**src/sqmm_pkg.sv**
```systemverilog
// ----------------------------------------------------------------------------
// sqmm_pkg
// Element, product and accumulator types for the square matrix multiplier.
// ----------------------------------------------------------------------------
package sqmm_pkg;

  localparam int ELEM_W = 16;
  localparam int PROD_W = 32;
  localparam int ACC_W  = 35;
  localparam int IDX_W  = 3;

  typedef logic signed [ELEM_W-1:0] elem_t;
  typedef logic signed [PROD_W-1:0] prod_t;
  typedef logic signed [ACC_W-1:0]  acc_t;
  typedef logic        [IDX_W-1:0]  idx_t;

endpackage

```
**src/square_matrix_multiply_core.sv**
```systemverilog
// Loads two MATRIX_SIZE x MATRIX_SIZE signed matrices, one element of each per
// input beat in row-major order, then emits every element of their product in
// row-major order, each with its row, column and a flag on the final element.
// While loading, a beat is taken whenever in_valid is high. After the last beat
// the input is stalled while a single multiply-accumulate unit works through
// the product: each product element takes MATRIX_SIZE store reads, which pass
// through the registered read, multiply and accumulate stages, and the
// finished sum is held until the output can take it.
// The block then loads a fresh pair.
// ----------------------------------------------------------------------------
// square_matrix_multiply_core
// Square integer matrix multiplier built around one shared multiply-accumulate.
// ----------------------------------------------------------------------------
module square_matrix_multiply_core #(
  parameter int MATRIX_SIZE = 4
) (
  input  logic             clk,
  input  logic             rst,
  input  logic             in_valid,
  output logic             in_stall,
  input  sqmm_pkg::elem_t  first_elem,
  input  sqmm_pkg::elem_t  second_elem,
  output logic             out_valid,
  input  logic             out_stall,
  output sqmm_pkg::idx_t   row_index,
  output sqmm_pkg::idx_t   col_index,
  output sqmm_pkg::acc_t   product_value,
  output logic             last_of_run
);

  import sqmm_pkg::*;

  localparam int DEPTH = MATRIX_SIZE * MATRIX_SIZE;
  localparam int AW    = (DEPTH > 1) ? $clog2(DEPTH) : 1;
  localparam int IW    = (MATRIX_SIZE > 1) ? $clog2(MATRIX_SIZE) : 1;
  localparam logic [AW-1:0] N_A      = AW'(MATRIX_SIZE);
  localparam logic [AW-1:0] LAST_A   = AW'(DEPTH - 1);
  localparam logic [IW-1:0] LAST_IDX = IW'(MATRIX_SIZE - 1);

  typedef enum logic [1:0] {
    S_LOAD,
    S_ISSUE,
    S_DRAIN
  } state_t;

  state_t        state;
  logic [AW-1:0] load_count;
  logic [IW-1:0] row_i;
  logic [IW-1:0] col_j;
  logic [IW-1:0] k_cnt;

  elem_t first_store  [DEPTH];
  elem_t second_store [DEPTH];

  logic [AW-1:0] addr_a;
  logic [AW-1:0] addr_b;
  logic          in_beat;
  logic          rd_en;
  logic          out_free;
  logic          out_load;

  // MAC pipeline
  elem_t a_q;
  elem_t b_q;
  logic  v1, first1, last1;
  prod_t prod_q;
  logic  v2, first2, last2;
  acc_t  acc;
  logic  acc_done;

  assign in_stall = (state != S_LOAD);
  assign in_beat  = in_valid && !in_stall;
  assign rd_en    = (state == S_ISSUE);
  assign out_free = !out_valid || !out_stall;
  assign out_load = (state == S_DRAIN) && acc_done && out_free;

  always_comb begin
    addr_a = AW'(row_i) * N_A + AW'(k_cnt);
    addr_b = AW'(k_cnt) * N_A + AW'(col_j);
  end

  always_ff @(posedge clk) begin
    if (in_beat) begin
      first_store[load_count]  <= first_elem;
      second_store[load_count] <= second_elem;
    end
    a_q <= first_store[addr_a];
    b_q <= second_store[addr_b];
  end

  always_ff @(posedge clk) begin
    prod_q <= PROD_W'(a_q) * PROD_W'(b_q);
    if (v2) begin
      if (first2) begin
        acc <= ACC_W'(prod_q);
      end else begin
        acc <= acc + ACC_W'(prod_q);
      end
    end
  end

  always_ff @(posedge clk) begin
    if (rst) begin
      state      <= S_LOAD;
      load_count <= '0;
      row_i      <= '0;
      col_j      <= '0;
      k_cnt      <= '0;
      v1         <= 1'b0;
      first1     <= 1'b0;
      last1      <= 1'b0;
      v2         <= 1'b0;
      first2     <= 1'b0;
      last2      <= 1'b0;
      acc_done   <= 1'b0;
      out_valid  <= 1'b0;
    end else begin
      v1     <= rd_en;
      first1 <= rd_en && (k_cnt == '0);
      last1  <= rd_en && (k_cnt == LAST_IDX);
      v2     <= v1;
      first2 <= first1;
      last2  <= last1;
      if (v2 && last2) begin
        acc_done <= 1'b1;
      end

      // drop the taken beat unless a fresh one replaces it
      if (out_valid && !out_stall && !out_load) begin
        out_valid <= 1'b0;
      end

      case (state)
        S_LOAD: begin
          if (in_beat) begin
            if (load_count == LAST_A) begin
              load_count <= '0;
              row_i      <= '0;
              col_j      <= '0;
              k_cnt      <= '0;
              state      <= S_ISSUE;
            end else begin
              load_count <= load_count + 1'b1;
            end
          end
        end
        S_ISSUE: begin
          if (k_cnt == LAST_IDX) begin
            k_cnt <= '0;
            state <= S_DRAIN;
          end else begin
            k_cnt <= k_cnt + 1'b1;
          end
        end
        S_DRAIN: begin
          if (out_load) begin
            acc_done      <= 1'b0;
            out_valid     <= 1'b1;
            row_index     <= IDX_W'(row_i);
            col_index     <= IDX_W'(col_j);
            product_value <= acc;
            last_of_run   <= (row_i == LAST_IDX) && (col_j == LAST_IDX);
            // advance to the next product element, or back to loading
            if (col_j == LAST_IDX) begin
              col_j <= '0;
              if (row_i == LAST_IDX) begin
                row_i <= '0;
                state <= S_LOAD;
              end else begin
                row_i <= row_i + 1'b1;
                state <= S_ISSUE;
              end
            end else begin
              col_j <= col_j + 1'b1;
              state <= S_ISSUE;
            end
          end
        end
        default: begin
          state <= S_LOAD;
        end
      endcase
    end
  end

  // Assertions
  a_last_corner: assert property (@(posedge clk) disable iff (rst)
    out_valid && last_of_run |->
      row_index == IDX_W'(MATRIX_SIZE - 1) && col_index == IDX_W'(MATRIX_SIZE - 1))
    else $error("last_of_run on a product element that is not the final corner");

  a_idle_mac_on_load: assert property (@(posedge clk) disable iff (rst)
    in_beat |-> !v1 && !v2 && !acc_done)
    else $error("input beat taken while the MAC pipeline is busy");

  a_full_load_starts: assert property (@(posedge clk) disable iff (rst)
    in_beat && load_count == LAST_A |=> state == S_ISSUE && load_count == '0)
    else $error("final load beat did not start the product sweep");

  a_done_in_drain: assert property (@(posedge clk) disable iff (rst)
    acc_done |-> state == S_DRAIN)
    else $error("finished sum outside the drain phase");

endmodule
```
**config.mk**
```make
export PLATFORM = sky130hd
export DESIGN_NAME = square_matrix_multiply_core
export DESIGN_NICKNAME = d
export VERILOG_FILES = /design/src/sqmm_pkg.sv /design/src/square_matrix_multiply_core.sv
export SDC_FILE = /design/constraint.sdc
export NUM_CORES = 1
export LEC_CHECK = 0
export BUFFER_PORTS_ARGS = -buffer_cell sky130_fd_sc_hd__buf_2
export CAP_MARGIN = 20
export CORE_MARGIN = 2
export CORE_UTILIZATION = 40
export CTS_CLUSTER_DIAMETER = 150
export DETAILED_ROUTE_END_ITERATION = 10
export PLACE_DENSITY = 0.65
export SLEW_MARGIN = 40
export SYNTH_ARGS = -nofsm -noshare
export SYNTH_HDL_FRONTEND = slang
export SYNTH_SLANG_ARGS = --single-unit
```
**constraint.sdc**
```tcl
create_clock -name clk -period 5.4 [get_ports clk]
set_input_delay 1.62 -clock clk [delete_from_list [all_inputs] [get_ports clk]]
set_output_delay 1.62 -clock clk [all_outputs]
set_load 0.02 [all_outputs]
```
Word-level counts from Yosys, hierarchy flattened
Memories as Yosys holds them, arrays and structs flattened. A register that Yosys moved wholly into a read port is not among the register bits.
Index checks and enable logic that the tools add are counted.
{"block": "totals", "word_cells": 94, "in_bits": 36, "out_inout_bits": 44, "mem_bits_rw": 512, "n_memories": 2, "reg_bits": 127}
{"name": "first_store", "words": 16, "word_bits": 16, "read_ports": 1, "rd_ports_with_merged_regs": 1, "write_ports": 1, "line": "square_matrix_multiply_core.sv:52", "source": "elem_t first_store [DEPTH];"}
{"name": "second_store", "words": 16, "word_bits": 16, "read_ports": 1, "rd_ports_with_merged_regs": 1, "write_ports": 1, "line": "square_matrix_multiply_core.sv:53", "source": "elem_t second_store [DEPTH];"}
{"block": "classes", "add_sub_neg": 7, "eq_ne": 11, "n_bitwise": 1, "reduce_logical": 25, "mul": 1, "n_mux": 28}
{"operator": "adder 35 x 32 -> 35 bit", "n": 1}
{"operator": "2-to-1 mux 35 bit", "n": 1}
{"operator": "multiplier 16 x 16 -> 32 bit", "n": 1}
{"operator": "2-to-1 mux 2 bit", "n": 13}
{"operator": "case mux 2 bit (2 select lines)", "n": 3}
{"operator": "logical AND 1 bit", "n": 9}
{"operator": "2-to-1 mux 1 bit", "n": 9}
{"operator": "adder 4 x 2 -> 4 bit", "n": 2}
{"operator": "equality test 2 bit (second input constant)", "n": 4}
{"operator": "AND reduction 4 bit", "n": 2}
{"operator": "adder 2 x 1 -> 2 bit (second input constant)", "n": 3}
{"operator": "!= test 2 bit (second input constant)", "n": 3}
{"operator": "case mux 2 bit (3 select lines)", "n": 1}
{"operator": "AND reduction 3 bit", "n": 2}
{"operator": "nonzero test 2 bit", "n": 3}
{"operator": "AND reduction 5 bit", "n": 1}
{"operator": "adder 4 x 1 -> 4 bit (second input constant)", "n": 1}
{"operator": "equality test 4 bit (second input constant)", "n": 1}
{"operator": "logical NOT 1 bit", "n": 4}
{"operator": "logical NOT 2 bit", "n": 2}
{"operator": "2-to-1 mux 4 bit", "n": 1}
{"operator": "!= test 2 x 1 -> 1 bit (second input constant)", "n": 2}
{"operator": "equality test 2 x 1 -> 1 bit (second input constant)", "n": 1}
{"operator": "AND reduction 2 bit", "n": 1}
{"operator": "other kinds (2)", "n": 2}

Longest topological paths before layout
Gate-level depths: netlist (run 1).
{"block": "logic_depth", "word_depth": 8, "depth_mapped": 23, "depth_no_buf": 22}

Worst setup path after synthesis (run 1)
OpenSTA, ideal clock, no wires.
{"block": "synth_path", "path_kind": "reg2reg", "from": "register a_q[15], read port of first_store", "to": "register prod_q[30]", "path_slack_ns": -0.519, "setup_ns": 0.079, "stages_incl_launch_ff": 21, "n_path_buf": 1, "t_required_ns": 5.321, "arrival_ns": 5.841, "synth_period_minus_slack_ns": 5.919, "cell_sequence": "dfxtp_1 > clkbuf_1 > nand2_1 > inv_1 > fa_1 > fa_1 > fa_1 > fa_1 > fa_1 > inv_1 > fa_1 > inv_1 > ha_1 > and2_1 > nor2_1 > nand2_1 > or2_2 > a21oi_2 > o21ai_1 > a2111o_1 > o211ai_1"}
{"block": "synth_between", "elab_chain_len": 1}
{"item": "start, declared", "line": "square_matrix_multiply_core.sv:63", "source": "elem_t a_q;"}
{"item": "multiplier 16 x 16 -> 32 bit", "line": "square_matrix_multiply_core.sv:92", "source": "prod_q <= PROD_W'(a_q) * PROD_W'(b_q);"}
{"item": "end signal, assigned", "line": "square_matrix_multiply_core.sv:92"}
{"item": "end, declared", "line": "square_matrix_multiply_core.sv:66", "source": "prod_t prod_q;"}
No other way between the ends.
A chain may end at the register's enable or synchronous reset.

Worst setup path after layout (run 1)
{"block": "layout_path", "from": "register a_q[5], read port of first_store", "to": "register prod_q[31]"}
Same word-level chain as after synthesis.

==> results of run 1 <==
-- synthesized netlist by cell type, types with 3 or more instances --
master and count:
dfxtp_1 84, buf_4 3, nand2b_1 17, o21a_1 14
o31ai_1 8, xnor2_1 39, a31o_2 4, mux2i_1 3
nor2_1 71, o2111ai_1 3, inv_1 310, nor2b_1 7
mux4_2 160, o21ai_1 8, nor3b_1 8, a32oi_1 3
edfxtp_1 587, buf_2 11, o211ai_1 6, ha_1 124
and3_1 5, a21oi_1 57, a31oi_1 6, o21ai_0 40
nor4_1 3, xor2_1 18, nand2_1 180, a211oi_1 6
fa_1 263, or2_2 6, a21o_1 25, buf_1 6
nor3_1 20, nand4_1 6, nand3_1 12, o21bai_1 7
and2_1 128, clkbuf_1 66, mux2_2 7
-- per-layer routing --
metal | wire length (um) | share of wire, % | GRT usage [%] | up-vias
li1 | - | - | - | 8951
met1 | 32500 | 43 | 22.5 | 10227
met2 | 38100 | 50 | 28.9 | 489
met3 | 4200 | 5.5 | 3.24 | 122
met4 | 1420 | 1.9 | 3.89 | 14
met5 | 83 | 0.11 | 0 | -
-- state kept, by name, summed over array words and instances (netlist names), 4 cells and up --
name	cells
a_q	16
acc	35
b_q	16
first_store	256
load_count	4
prod_q	32
product_value	35
second_store	256
-- what timing repair did --
action                     in CTS  in global routing
gates resized for setup        51                 42
hold buffers                    0                  0
setup endpoints to repair      14                 16
setup buffers                   8                  7
pin swaps                      30                 19
-- layout make-up --
class | count | area (um2)
Inverter | 311 | 1170
Fill cell | 7518 | 46800
Sequential cell | 671 | 19400
Antenna cell | 1 | 2.50
Clock inverter | 35 | 373
Tap cell | 1165 | 1460
Clock buffer | 95 | 1910
Timing Repair Buffer | 252 | 1940
Multi-Input combinational cell | 1316 | 15400
-- final timing paths --
path,to,slack [ns],cells past startpoint
setup reg to reg,prod_q[31],-0.26,20
setup / recovery,prod_q[31],-0.26,20
hold reg to reg,first2,0.44,1
hold / removal,first2,0.44,1
-- metrics by stage --
step           std cells  worst slack (ns)  utilization (%)  cell area, um2
6_report            3846            -0.261             47.1           41600
4_1_cts             3839            -0.260             46.8           41300
3_3_place_gp        3697            -0.426             43.8           38700
3_5_place_dp        3701            -0.529             43.9           38800
5_1_grt             3845            -0.436             47.1           41600
2_1_floorplan       2384           -0.0866                -           36000
-- cells by family (layout without fill, tap and decap cells) --
group,count (synthesis),count (layout)
buffers and inverters,397,693
multiplexers,170,170
AND/OR/NAND/NOR,477,477
other,1,3
adder cells (fa/ha/maj),387,387
flip-flops,671,671
AO/OA/AOI/OAI,223,223
XOR/XNOR,57,57
==> flow_metrics.py, run 1 <==
metrics = {
    "clock_network": {
        "clock_path_buffers": 3,
        "clk_pin_slew_ns": 0.06,
        "clk_latency_ns": 0.64,
        "htree_levels": 3,
        "root_buffer": "clkbuf_16",
        "cts_made_buffers": 70,
        "cts.sinks": 671,
        "cts_tree": "built",
    },
    "place": {
        "place.gp.congestion": 0.888,
        "dp_hpwl_um": 51100,
        "port_buffers": 77,
    },
    "logic_synthesis": {
        "yosysWarnings": 0,
        "synth_area_leaders": "edfxtp_1 (49%), fa_1 (15%), mux4_2 (10%), dfxtp_1 (4.7%), ha_1 (4.3%)",
        "ys_seq_area_share_pct": 54.1,
        "yosysTopAreaCellShare_pct": 49.4,
        "yosys.area_share.adder_pct": 19.1,
        "synth-edff-count": 587,
        "synth_compound_area_share_pct": 4.21,
        "synth-async-reset-ratio_pct": 0,
        "synth_seq_cells": 671,
        "synth_top_family_by_area": "adder cells",
        "postSynthCellCount": 2383,
        "synthDistinctLibCells": 76,
        "synth_xor_area_share_pct": 1.40,
        "yosys.area_share.simple_pct": 6.57,
        "synth.cell_area_um2": 35700,
        "synth_mux_area_share_pct": 10.4,
        "synthFlopType": "edfxtp_1",
        "yosys.area.top_type": "edfxtp_1",
        "synth_area_per_cell_um2": 15.0,
    },
    "worst_setup_path": {
        "worstPathMaxFanout": 5,
        "cp_num_buf_inv": 4,
        "cp_top_family": "adder cells",
        "crit_top_cell": "fa_1",
        "cp.arrival_ns": 6.14,
        "critical_path.endpoint_type": "register",
        "worstSetupStartpointType": "register",
        "worstPathCellList": "and2_4 > fa_1 > inv_1 > fa_1 > inv_1 > fa_2 > fa_2 > fa_1 > inv_1 > fa_1 > inv_2 > ha_4 > a211o_1 > o221a_4 > o2111ai_2 > o21ai_2 > o41a_1 > o21ai_2 > a21o_1 > a211oi_1",
        "slowest_stage": "fa_2",
        "cp.required_ns": 5.88,
        "startpoint": "a_q[5]",
        "rr_startpoint": "a_q[5]",
        "criticalPathCategory": "reg -> reg",
        "cpPeakStageDelay_ns": 0.56,
    },
    "run": {
        "maxCapViolations": 0,
    },
    "floorplan": {
        "boundaryPins": 80,
        "die_x_um": 303,
        "dieArea_um2": 91700,
        "rows": 109,
        "core-area_um2": 88400,
        "initial_core_util_pct": 40.4,
        "die_h_um": 303,
    },
    "outcome": {
        "violations": "negative setup slack",
        "outcome": "complete, but fails checks",
    },
    "route": {
        "via_per_inst": 5.15,
        "ant_nets": 0,
        "initialDrtViolationCount": 1450,
        "drtPass1Iterations": 7,
        "vias": 19803,
        "totalWireLength_um": 76200,
        "drcViolationCount": 0,
        "wl_per_cell_um": 19.8,
    },
    "sta": {
        "drv_slew": 0,
        "worst_slack_ns": -0.261,
        "whs_ns": 0.443,
        "rsz0062_at_grt": "yes",
        "max_slew_margin_pct": 43.8,
        "fmax_mhz": 177,
        "fin_crit_sh_pct": 105,
        "finalCriticalPeriod_ns": 5.66,
        "worst_pin_slew_ns": 0.841,
        "finalSetupTns_ns": -1.91,
        "clock_skew_ns": 0.0670,
        "hold_violations": 0,
        "setup_viol": 11,
    },
    "worst_hold_path": {
        "worstHoldStart": "first1",
        "hold_path_class": "reg -> reg",
    },
    "global_routing": {
        "grtUsageTotal_pct": 16.9,
        "antenna_found_initial": 12,
        "grt_start_max_net_pins": 53,
        "grt_overflow": 0,
        "grt_pass1_wl_um": 119000,
        "first_global_vias": 21116,
    },
    "finish": {
        "layout_commonest_cell": "edfxtp_1",
        "fin_nets": 3045,
        "syn_to_final_growth_pct": 16.5,
        "final_cell_mix": "edfxtp_1 (587), inv_1 (302), fa_1 (251)",
        "drive_gt1_share_pct": 24.3,
    },
}
Power of run 1 is left out: the tool's default activity adds up to more than one toggle a clock period on the data nets, which glitch-free logic cannot reach.
==> run 2: changes to the inputs <==
--- a/config.mk
+++ b/config.mk
@@ -12,6 +12,7 @@
 export CTS_CLUSTER_DIAMETER = 150
 export DETAILED_ROUTE_END_ITERATION = 10
 export PLACE_DENSITY = 0.65
+export RECOVER_POWER = 25
 export SLEW_MARGIN = 40
 export SYNTH_ARGS = -nofsm -noshare
 export SYNTH_HDL_FRONTEND = slang
==> flow_metrics.py, run 2 (synthesis results as in run 1) <==
metrics = {
    "worst_setup_path": {
        "criticalPathCategory": "reg -> reg",
        "cp.required_ns": 5.88,
        "critical_path.endpoint_type": "register",
        "cp.arrival_ns": 6.15,
        "worstSetupStartpointType": "register",
        "worstPathMaxFanout": 5,
        "worst_r2r_path_depth": 20,
    },
    "finish": {
        "final_cells": 3846,
        "seq_area_um2": 19400,
        "multiInputGateArea_um2": 15400,
        "fin_nets": 3045,
        "layout_commonest_cell": "edfxtp_1",
        "reg_top3": "first_store: 256 flops, second_store: 256 flops",
        "fillCellCount": 7527,
        "drive_gt1_share_pct": 23.4,
        "utilization_pct": 47.0,
        "syn_to_final_growth_pct": 16.4,
        "final_cell_mix": "edfxtp_1 (587), inv_1 (302), fa_1 (251)",
    },
    "global_routing": {
        "grtUsageTotal_pct": 16.9,
        "first_global_vias": 21116,
        "grt_pass1_wl_um": 119000,
        "grt_start_max_net_pins": 53,
        "antenna_found_initial": 8,
        "grt_overflow": 0,
    },
    "place": {
        "port_buffers": 77,
        "dpl.cell_count": 3701,
        "dp_hpwl_um": 51100,
        "place.gp.congestion": 0.888,
    },
    "sta": {
        "worst_pin_slew_ns": 2.04,
        "finalCriticalPeriod_ns": 5.66,
        "rsz0062_at_grt": "yes",
        "whs_ns": 0.443,
        "hold_violations": 0,
        "fmax_mhz": 177,
        "clock_skew_ns": 0.0713,
        "setup_viol": 11,
        "drv_slew": 102,
        "max_slew_margin_pct": -36.4,
        "worst_slack_ns": -0.263,
        "finalSetupTns_ns": -1.90,
        "fin_crit_sh_pct": 105,
    },
    "clock_network": {
        "clk_latency_ns": 0.65,
        "htree_levels": 3,
        "cts_tree": "built",
        "cts_made_buffers": 70,
        "clock_path_buffers": 3,
        "clk_pin_slew_ns": 0.06,
        "cts.sinks": 671,
        "root_buffer": "clkbuf_16",
    },
    "floorplan": {
        "boundaryPins": 80,
        "rows": 109,
        "die_x_um": 303,
        "dieArea_um2": 91700,
        "die_h_um": 303,
        "core-area_um2": 88400,
        "initial_core_util_pct": 40.4,
    },
    "run": {
        "maxCapViolations": 4,
    },
    "worst_hold_path": {
        "hold_path_class": "reg -> reg",
        "hold_path_depth": 1,
    },
    "route": {
        "wl_per_cell_um": 19.8,
        "via_per_inst": 5.13,
        "drcViolationCount": 0,
        "totalWireLength_um": 76300,
        "drtPass1Iterations": 5,
        "ant_nets": 0,
        "initialDrtViolationCount": 1551,
        "vias": 19744,
    },
    "outcome": {
        "outcome": "complete, but fails checks",
        "violations": "max-capacitance violations, max-slew violations, negative setup slack",
    },
}
run 2: changes by cell type in the layout (fill, tap and decap cells not counted):
cell / previous run / this run
and2_1: 120 / 119
buf_2: 77 / 57
and2_0: 0 / 1
buf_4: 150 / 147
dfxtp_1: 54 / 56
clkbuf_1: 19 / 42
dfxtp_4: 15 / 13
run 2: path summary, 6_finish.rpt:
check        slack, ns   start    endpoint
min               0.44  first1      first2
max reg2reg      -0.26  a_q[5]  prod_q[31]
min reg2reg       0.44  first1      first2
max              -0.26  a_q[5]  prod_q[31]
run 2: repair_timing:
action	4_1_cts	5_1_grt
pin swaps	30	19
setup buffers	8	7
hold buffers	0	0
endpoints found under the setup margin	14	16
gates resized for setup	51	42
run 2: worst max-delay path: stages, from the launching register on:
cell and delay, ns:
dfxtp_4 0.36, and2_4 0.16, fa_1 0.53, inv_1 0.06, fa_1 0.54, inv_1 0.06
fa_2 0.56, fa_2 0.44, fa_1 0.48, inv_1 0.05, fa_1 0.49, inv_2 0.04
ha_4 0.15, a211o_1 0.32, o221a_4 0.26, o2111ai_2 0.09, o21ai_2 0.08, o41a_1 0.37
o21ai_2 0.22, a21o_1 0.18, a211oi_1 0.08
run 2: layer usage:
| metal | share of wire [%] | global-route usage (%) |
|---|---|---|
| met3 | 5.6 | 3.24 |
| met5 | 0.083 | 0 |
| met4 | 2.0 | 3.89 |
| met1 | 43 | 22.5 |
| met2 | 50 | 28.9 |
run 2: area by class of cell:
| class | instances | share of cell area, % |
|---|---|---|
| clock inverter | 35 | 0.898 |
| timing repair buffer | 252 | 4.58 |
| clock buffer | 95 | 4.59 |
| multi-input combinational | 1316 | 37.0 |
| tap | 1165 | 3.51 |
| antenna | 1 | 0.00602 |
| sequential | 671 | 46.6 |
| inverter | 311 | 2.81 |
run 2: through the flow:
step                      instance area (um2)  worst slack [ns]
after floorplan                         36000           -0.0866
after global placement                  38700            -0.426
after detailed placement                38800            -0.529
after CTS                               41300            -0.260
after global routing                    41500            -0.436
final                                   41500            -0.263
Power of run 2 is left out for the same reason.
